[src/psc_pkg.sv]
// package with item types and decode constants for the pulse and sawtooth tone generator
`timescale 1ns / 1ps

package psc_pkg;

  typedef enum logic {
    MODE_TICK  = 1'b0,
    MODE_WRITE = 1'b1
  } psc_mode_e;

  typedef enum logic [1:0] {
    REG_CTRL  = 2'd0,
    REG_PER_LO = 2'd1,
    REG_PER_HI = 2'd2,
    REG_NONE  = 2'd3
  } psc_reg_e;

  localparam logic [15:0] PULSE1_BASE = 16'h9000;
  localparam logic [15:0] PULSE2_BASE = 16'hA000;
  localparam logic [15:0] SAW_BASE    = 16'hB000;

  localparam int unsigned NUM_PULSE = 2;
  localparam logic [3:0] SAW_PHASES = 4'd14;

  typedef struct packed {
    logic        mode;
    logic [15:0] address;
    logic [7:0]  write_data;
  } psc_in_t;

  typedef struct packed {
    logic [3:0] pulse1_level;
    logic [3:0] pulse2_level;
    logic [4:0] saw_level;
  } psc_out_t;

  // one divider tick: step flag in the top bit, next divider value below
  function automatic logic [13:0] div_tick(input logic [12:0] div, input logic [11:0] period);
    logic [13:0] res;
    if (div == 13'd0) begin
      res = {1'b1, 1'b0, period};
    end else if (div == 13'd1) begin
      res = {1'b1, {1'b0, period} + 13'd1};
    end else begin
      res = {1'b0, div - 13'd1};
    end
    return res;
  endfunction

endpackage

[src/pulse_sawtooth_sound_channels.sv]
// top level of the two pulse and one sawtooth tone generator
//
//   channel | direction | handshake              | payload
//   in      | input     | in_valid_i / in_ready_o   | psc_in_t  (mode, address, write_data)
//   out     | output    | out_valid_o / out_ready_i | psc_out_t (three levels)
//
// one item per cycle: write decode and voice update sit between the voice
// registers and a result register, one item enters every cycle while in_ready_o is high
// a skid register behind the result register keeps in_ready_o high for one
// item while the output is stalled; in_ready_o drops only when both are full
// reset clears all voice state and the valid flags of both result stages
`timescale 1ns / 1ps

module pulse_sawtooth_sound_channels (
  input  logic             clk_i,
  input  logic             rst_ni,
  input  logic             in_valid_i,
  output logic             in_ready_o,
  input  psc_pkg::psc_in_t in_i,
  output logic             out_valid_o,
  input  logic             out_ready_i,
  output psc_pkg::psc_out_t out_o
);
  import psc_pkg::*;

  // voice state
  logic        pulse_gate_q   [NUM_PULSE];
  logic [3:0]  pulse_duty_q   [NUM_PULSE];
  logic [3:0]  pulse_vol_q    [NUM_PULSE];
  logic        pulse_en_q     [NUM_PULSE];
  logic [11:0] pulse_period_q [NUM_PULSE];
  logic [12:0] pulse_div_q    [NUM_PULSE];
  logic [3:0]  pulse_step_q   [NUM_PULSE];
  logic [3:0]  pulse_out_q    [NUM_PULSE];
  logic        pulse_gate_d   [NUM_PULSE];
  logic [3:0]  pulse_duty_d   [NUM_PULSE];
  logic [3:0]  pulse_vol_d    [NUM_PULSE];
  logic        pulse_en_d     [NUM_PULSE];
  logic [11:0] pulse_period_d [NUM_PULSE];
  logic [12:0] pulse_div_d    [NUM_PULSE];
  logic [3:0]  pulse_step_d   [NUM_PULSE];
  logic [3:0]  pulse_out_d    [NUM_PULSE];

  logic [5:0]  saw_rate_q, saw_rate_d;
  logic        saw_en_q, saw_en_d;
  logic [11:0] saw_period_q, saw_period_d;
  logic [12:0] saw_div_q, saw_div_d;
  logic [7:0]  saw_accum_q, saw_accum_d;
  logic [3:0]  saw_phase_q, saw_phase_d;
  logic [4:0]  saw_out_q, saw_out_d;

  // result stages
  logic     out_vld_q, skid_vld_q;
  psc_out_t out_q, skid_q, res;

  logic     accept, out_free;
  logic     is_write;
  logic [1:0] reg_sel;
  logic     sel_pulse [NUM_PULSE];
  logic     sel_saw;
  logic [13:0] ptick [NUM_PULSE];
  logic [13:0] stick;
  logic [3:0]  step_nx [NUM_PULSE];
  logic [3:0]  phase_nx;

  assign accept   = in_valid_i && in_ready_o;
  assign out_free = !out_vld_q || out_ready_i;
  assign in_ready_o  = !skid_vld_q;
  assign out_valid_o = out_vld_q;
  assign out_o       = out_q;

  assign is_write     = (in_i.mode == MODE_WRITE);
  assign reg_sel      = in_i.address[1:0];
  assign sel_pulse[0] = (in_i.address[15:2] == PULSE1_BASE[15:2]);
  assign sel_pulse[1] = (in_i.address[15:2] == PULSE2_BASE[15:2]);
  assign sel_saw      = (in_i.address[15:2] == SAW_BASE[15:2]);

  always_comb begin
    for (int v = 0; v < NUM_PULSE; v++) begin
      pulse_gate_d[v]   = pulse_gate_q[v];
      pulse_duty_d[v]   = pulse_duty_q[v];
      pulse_vol_d[v]    = pulse_vol_q[v];
      pulse_en_d[v]     = pulse_en_q[v];
      pulse_period_d[v] = pulse_period_q[v];
      pulse_div_d[v]    = pulse_div_q[v];
      pulse_step_d[v]   = pulse_step_q[v];
      pulse_out_d[v]    = pulse_out_q[v];
      ptick[v]          = div_tick(pulse_div_q[v], pulse_period_q[v]);
      step_nx[v]        = pulse_step_q[v] + 4'd1;
      if (is_write) begin
        if (sel_pulse[v]) begin
          case (reg_sel)
            REG_CTRL: begin
              pulse_gate_d[v] = in_i.write_data[7];
              pulse_duty_d[v] = {1'b0, in_i.write_data[6:4]} + 4'd1;
              pulse_vol_d[v]  = in_i.write_data[3:0];
              if (in_i.write_data[7]) begin
                pulse_out_d[v] = in_i.write_data[3:0];
              end
            end
            REG_PER_LO: pulse_period_d[v][7:0] = in_i.write_data;
            REG_PER_HI: begin
              pulse_en_d[v]          = in_i.write_data[7];
              pulse_period_d[v][11:8] = in_i.write_data[3:0];
            end
            default: ;
          endcase
        end
      end else if (pulse_en_q[v] && (pulse_period_q[v] != 12'd0)) begin
        pulse_div_d[v] = ptick[v][12:0];
        if (ptick[v][13]) begin
          pulse_step_d[v] = step_nx[v];
          pulse_out_d[v]  = (pulse_gate_q[v] || (step_nx[v] >= pulse_duty_q[v]))
                            ? pulse_vol_q[v] : 4'd0;
        end
      end
    end
  end

  always_comb begin
    saw_rate_d   = saw_rate_q;
    saw_en_d     = saw_en_q;
    saw_period_d = saw_period_q;
    saw_div_d    = saw_div_q;
    saw_accum_d  = saw_accum_q;
    saw_phase_d  = saw_phase_q;
    saw_out_d    = saw_out_q;
    stick        = div_tick(saw_div_q, saw_period_q);
    phase_nx     = saw_phase_q + 4'd1;
    if (is_write) begin
      if (sel_saw) begin
        case (reg_sel)
          REG_CTRL:   saw_rate_d = in_i.write_data[5:0];
          REG_PER_LO: saw_period_d[7:0] = in_i.write_data;
          REG_PER_HI: begin
            saw_en_d           = in_i.write_data[7];
            saw_period_d[11:8] = in_i.write_data[3:0];
          end
          default: ;
        endcase
      end
    end else if (saw_en_q && (saw_period_q != 12'd0)) begin
      saw_div_d = stick[12:0];
      if (stick[13]) begin
        if (phase_nx >= SAW_PHASES) begin
          saw_accum_d = 8'd0;
          saw_phase_d = 4'd0;
        end else begin
          saw_phase_d = phase_nx;
          if (saw_phase_q[0]) begin
            saw_accum_d = saw_accum_q + {2'b00, saw_rate_q};
          end
        end
        saw_out_d = (phase_nx >= SAW_PHASES) ? 5'd0
                  : (saw_phase_q[0] ? saw_accum_d[7:3] : saw_accum_q[7:3]);
      end
    end
  end

  always_comb begin
    res.pulse1_level = pulse_out_d[0];
    res.pulse2_level = pulse_out_d[1];
    res.saw_level    = saw_out_d;
  end

  always_ff @(posedge clk_i or negedge rst_ni) begin
    if (!rst_ni) begin
      for (int v = 0; v < NUM_PULSE; v++) begin
        pulse_gate_q[v]   <= 1'b0;
        pulse_duty_q[v]   <= 4'd0;
        pulse_vol_q[v]    <= 4'd0;
        pulse_en_q[v]     <= 1'b0;
        pulse_period_q[v] <= 12'd0;
        pulse_div_q[v]    <= 13'd0;
        pulse_step_q[v]   <= 4'd0;
        pulse_out_q[v]    <= 4'd0;
      end
      saw_rate_q   <= 6'd0;
      saw_en_q     <= 1'b0;
      saw_period_q <= 12'd0;
      saw_div_q    <= 13'd0;
      saw_accum_q  <= 8'd0;
      saw_phase_q  <= 4'd0;
      saw_out_q    <= 5'd0;
    end else if (accept) begin
      for (int v = 0; v < NUM_PULSE; v++) begin
        pulse_gate_q[v]   <= pulse_gate_d[v];
        pulse_duty_q[v]   <= pulse_duty_d[v];
        pulse_vol_q[v]    <= pulse_vol_d[v];
        pulse_en_q[v]     <= pulse_en_d[v];
        pulse_period_q[v] <= pulse_period_d[v];
        pulse_div_q[v]    <= pulse_div_d[v];
        pulse_step_q[v]   <= pulse_step_d[v];
        pulse_out_q[v]    <= pulse_out_d[v];
      end
      saw_rate_q   <= saw_rate_d;
      saw_en_q     <= saw_en_d;
      saw_period_q <= saw_period_d;
      saw_div_q    <= saw_div_d;
      saw_accum_q  <= saw_accum_d;
      saw_phase_q  <= saw_phase_d;
      saw_out_q    <= saw_out_d;
    end
  end

  // result register with skid stage
  always_ff @(posedge clk_i or negedge rst_ni) begin
    if (!rst_ni) begin
      out_vld_q  <= 1'b0;
      skid_vld_q <= 1'b0;
    end else if (out_free) begin
      if (skid_vld_q) begin
        out_vld_q  <= 1'b1;
        skid_vld_q <= accept;
      end else begin
        out_vld_q <= accept;
      end
    end else if (accept) begin
      skid_vld_q <= 1'b1;
    end
  end

  always_ff @(posedge clk_i) begin
    if (out_free) begin
      if (skid_vld_q) begin
        out_q <= skid_q;
        if (accept) begin
          skid_q <= res;
        end
      end else if (accept) begin
        out_q <= res;
      end
    end else if (accept) begin
      skid_q <= res;
    end
  end

  a_skid_implies_out: assert property (@(posedge clk_i) disable iff (!rst_ni)
    skid_vld_q |-> out_vld_q)
    else $error("skid stage full while result register empty");

  a_phase_range: assert property (@(posedge clk_i) disable iff (!rst_ni)
    saw_phase_q < SAW_PHASES)
    else $error("sawtooth phase count out of range");

  a_write_holds_saw: assert property (@(posedge clk_i) disable iff (!rst_ni)
    (accept && is_write) |=> $stable(saw_out_q) && $stable(saw_div_q))
    else $error("write item moved sawtooth voice");

  a_idle_pulse_holds: assert property (@(posedge clk_i) disable iff (!rst_ni)
    (accept && !is_write && !pulse_en_q[0]) |=> $stable(pulse_div_q[0]))
    else $error("disabled pulse divider moved");

endmodule

[config.mk]
export PLATFORM = sky130hd
export DESIGN_NAME = pulse_sawtooth_sound_channels
export DESIGN_NICKNAME = d
export VERILOG_FILES = /design/src/psc_pkg.sv /design/src/pulse_sawtooth_sound_channels.sv
export SDC_FILE = /design/constraint.sdc
export NUM_CORES = 1
export LEC_CHECK = 0
export ABC_CLOCK_PERIOD_IN_PS = 6540
export BUFFER_PORTS_ARGS = -buffer_cell sky130_fd_sc_hd__buf_2
export CAP_MARGIN = 10
export CORE_MARGIN = 2
export CORE_UTILIZATION = 40
export DETAILED_ROUTE_END_ITERATION = 8
export SLEW_MARGIN = 10
export SYNTH_ARGS = -nofsm -noshare
export SYNTH_HDL_FRONTEND = slang
export SYNTH_SLANG_ARGS = --single-unit
[constraint.sdc]
create_clock -name clk_i -period 6.54 [get_ports clk_i]
set_input_delay 1.962 -clock clk_i [delete_from_list [all_inputs] [get_ports clk_i]]
set_output_delay 1.962 -clock clk_i [all_outputs]
set_load 0.02 [all_outputs]
Word-level counts from Yosys, hierarchy flattened
Index checks and enable logic that the tools add are counted.

Equality and inequality tests: 9. Add/subtract/negate cells: 11. Order comparisons: 3. Reductions and logical operators: 36. Multiplexer cells: 37. Bitwise gates (word level): 1.

Operators by type and width (count): two-way mux 14 bit (6); two-way mux 13 bit (5); two-way mux 4 bit (15); AND reduction 4 bit (12); == test 14 bit, second input constant (3); adder 12 x 1 -> 13 bit, second input constant (3); == test 13 x 1 -> 1 bit, second input constant (3); zero test 13 bit (3); subtractor 13 x 1 -> 13 bit, second input constant (3); nonzero test 12 bit (3); two-way mux 5 bit (5); two-way mux 8 bit (2); adder 4 x 1 -> 4 bit, second input constant (3); AND reduction 3 bit (3); adder 8 x 6 -> 8 bit (1); greater-or-equal comparator 4 bit (2); nonzero test 2 bit (3); AND reduction 5 bit (1); adder 3 x 1 -> 4 bit, second input constant (1); greater-or-equal comparator 4 bit, second input constant (1); logical AND 1 bit (4); two-way mux 1 bit (4); logical OR 1 bit (3); == test 2 x 1 -> 1 bit, second input constant (1); other kinds (6) (7).

Register bits after elaboration: 163. Input port bits: 29. Logic and storage cells: 132. Output and inout port bits: 15.

Depth between registers and ports, before layout
Word-level depth: 11. Depth in mapped cells: 9. Mapped depth without buffers: 8.

Worst setup path after synthesis
No wires, ideal clock.

Kind: in2reg. Start: input in_i[16] in the netlist's numbering. End: register pulse_gate_q[1] in the netlist's numbering. Library setup time: 0.125 ns. Slack: 2.923 ns. Data arrival time: 3.492 ns. Stages: 5. Cells stage by stage: nor4_1 and4_1 nand3b_1 nor3_4 mux2_2.

Word-level cells in the longest chain between the ends: 2.

RTL lines: start, declared (RTL line pulse_sawtooth_sound_channels.sv:19) `input psc_pkg::psc_in_t in_i,`; == test 14 bit (RTL line pulse_sawtooth_sound_channels.sv:74) `assign sel_pulse[0] = (in_i.address[15:2] == PULSE1_BASE[15:2]);`; AND reduction 4 bit (no line); end signal, assigned by index (RTL line pulse_sawtooth_sound_channels.sv:187) `pulse_gate_q[v] <= pulse_gate_d[v];`; end, declared (RTL line pulse_sawtooth_sound_channels.sv:27) `logic pulse_gate_q [NUM_PULSE];`.

No other way between the ends. A chain may end at the register's enable or synchronous reset.

Worst setup path in the final report
Start: input in_i[24] in the netlist's numbering. End: register saw_phase_q[1].

Word-level cells in the longest chain between the ends: 2.

RTL lines: inverter 1 bit (no line); AND reduction 4 bit (no line); end signal, assigned (RTL line pulse_sawtooth_sound_channels.sv:201) `saw_phase_q <= saw_phase_d;`; end, declared (RTL line pulse_sawtooth_sound_channels.sv:49) `logic [3:0] saw_phase_q, saw_phase_d;`.

No other way between the ends.

==> metrics.txt <==
status finished, final reports clean; Worst-Margin Slew 1.04 ns; routed wire length 25.0 mm; Gate Count Post-Synth 987; I/O pin count 44; Max-Cap Viols 0; grt ovf 0; Die W 161 µm; CTS tree built; Std-Cell Rows 57; Clock Path Buffers 2; clk_lat worst skew 0.43 ns; Synth Area in Compound Gates 0.156; commonest non-fill, non-tap cell in the layout dfrtp_1; RR Endpoint saw_phase_q[1]; Area after DPL 10400 µm²; critical path capture point saw_phase_q[1]; gpl congestion 0.852; Nets 1071; XOR/XNOR share of the synthesized area 0.0301; Final Max Slew Viols 0; share of post-route cells with drive strength above 1 0.170; area grow syn2layout 10.9%; largest net degree at the start of global routing 96; dpl ws 1.86 ns; startpoint types primary input; CP startpoint in_i[24]; top cell type's share of synthesized area 0.346; Filler cells 2305; cell count after placement 1315; root buffer cell clkbuf_16; Post-Syn Area 9900 µm²; Critical Path AT about 4.6 ns; TNS Setup 0 ns; relative slew slack 0.305; Seq/Total Area, Yosys 0.425; post-synth top area cell dfrtp_1; most frequent cells in the layout 137 x dfrtp_1, 84 x nand2_1, 62 x mux2_2; crit end category flop; post-DR vias/cell a little under 6; # port buffers 43; Setup Fix Bufs, Post-CTS 0; syn nets 1048; die area 26000 µm²; EDFF count, synth 26; Main synth FF type dfrtp_1; Routed Antenna Nets 0; hold slack 0.485 ns; total CTS buffers 17; mux cell area share after synthesis 0.108; worst vdd ir 0.000187 V; Max FO, Critical Path 17; Starting Density 0.407; Cell Pwr Density 215 nW/µm²; Post-CTS Hold Fix Bufs 0; Lkg Pwr 4.70 nW; drt drc 0; simple logic cell fraction of the synthesized area 0.205; vias 7875; final cell count without fillers 1348; Yosys reg bits ~160; FF-to-FF path depth 6; Synthesis Warnings 0; post-synthesis adder-cell area fraction 0.0412; HP Class flop to flop; clk slew on worst S/H paths 0.06 ns; Routed WL per cell 18.6 µm; clk sinks 163; asr flop ratio synth 0.840; CP required 6.89 ns; final setup margin 2.27 ns; gr usage total 0.198; top cells by area, synth dfrtp_1 35%, edfxtp_1 7.9%, mux2_2 7.0%; largest family of logic cells by synthesized area simple AND/OR/NAND/NOR gates; R2R Setup Slk between 3 and 4 ns; Fin Clk Skew about 0.013 ns; RR Startpoint skid_vld_q; min Tclk post-route 4.27 ns; Crit Path Category primary input to flop; # H-tree levels 4; drt initial violations 648; first-pass GRT wire length 41.2 mm; Resized cells post-CTS 0; Synth Area per Inst 10.0 µm²; Netlist cell types 83; Tcrit/Tclk final 0.654; Setup-failing EPs final 0; Final Hold Viols 0; vias in the first global route 7633; RSZ-0062 raised after global routing no; Detailed Place HPWL between 15 and 20 mm; initial antenna violation count 1; final instance area 11000 µm²; max frequency 0.234 GHz; First-pass DRT Iterations 5; Die H around 160 µm; Core ar. 24300 µm²
[sequential cells by signal (all words and copies together), names as in the netlist, 5 cells and up]
register / flops
skid_q: 13
saw_div_q: 13
pulse_period_q: 24
saw_period_q: 12
saw_accum_q: 8
pulse_duty_q: 8
pulse_step_q: 8
saw_out_q: 5
pulse_div_q: 26
out_o: 13
saw_rate_q: 6
pulse_out_q: 8
pulse_vol_q: 8
[cell families after synthesis]
kind of cell	after synthesis
AOI/OAI and AO/OA	218
xor gates and xnor gates	34
adders and majority gates	32
buffers and inverters	85
DFF	163
muxes	99
and+or+nand+nor	356
[layer usage]
metal / wire length (µm) / GRT usage
met1: 11800 / 0.275
met2: 12000 / 0.323
met3: 936 / 0.0306
met4: 340 / 0.0524
met5: 0 / 0
[critical path, cell delays in order]
cell	delay, ns
buf_2	0.21
or3b_1	0.64
a311oi_1	0.33
buf_4	0.23
nand4b_1	0.55
or4_1	0.61
o21ai_0	0.08
[power breakdown]
group	internal (mW)	leakage [nW]	total [mW]	switching, mW
Sequential	1.08	2.10	1.10	0.0279
Clock	0.605	0.300	1.04	0.436
Combinational	0.0739	2.31	0.217	0.143
[layout make-up]
cell class	instances	area, µm²	share of cell area
multi-input combinational	739	5350	0.487
sequential	163	4210	0.383
clock buffer	17	425	0.0387
tap	324	405	0.0369
timing repair buffer	47	251	0.0229
clock inverter	15	179	0.0163
inverter	42	158	0.0144
antenna	1	2.50	0.000228
[per-stage QoR]
step,total power [mW],utilization
after floorplan,1.25,-
after global placement,1.34,0.427
after detailed placement,1.34,0.427
after CTS,2.38,0.451
after global routing,2.45,0.452
final,2.36,0.452
[worst min-delay path by stage]
stage	from	end	slack [ns]	cells after the start
floorplan	saw_out_q[0]	saw_out_q[0]	0.45	2
global placement	saw_out_q[0]	saw_out_q[0]	0.47	2
detailed placement	saw_out_q[0]	saw_out_q[0]	0.47	2
CTS	saw_out_q[0]	saw_out_q[0]	0.49	2
global route	pulse_step_q[3]	pulse_step_q[3]	0.52	1
finish	saw_out_q[0]	saw_out_q[0]	0.49	2
[synthesized netlist by cell type (8+ instances only)]
cell type / instances
a211oi_1: 8
a21oi_1: 40
a222oi_1: 9
a31oi_1: 18
and3_1: 9
and4_1: 8
buf_2: 9
clkbuf_1: 30
dfrtp_1: 137
edfxtp_1: 26
ha_1: 31
inv_1: 42
mux2_2: 62
mux2i_1: 36
nand2_1: 84
nand2b_1: 17
nand3_1: 35
nand4_1: 10
nor2_1: 56
nor3_1: 27
nor3b_1: 15
nor4_1: 20
o211ai_1: 12
o21ai_0: 42
o221ai_1: 11
o31ai_1: 9
or3_1: 11
or4_1: 9
xnor2_1: 21
xor2_1: 13
Power figures use the tool's default switching activity.
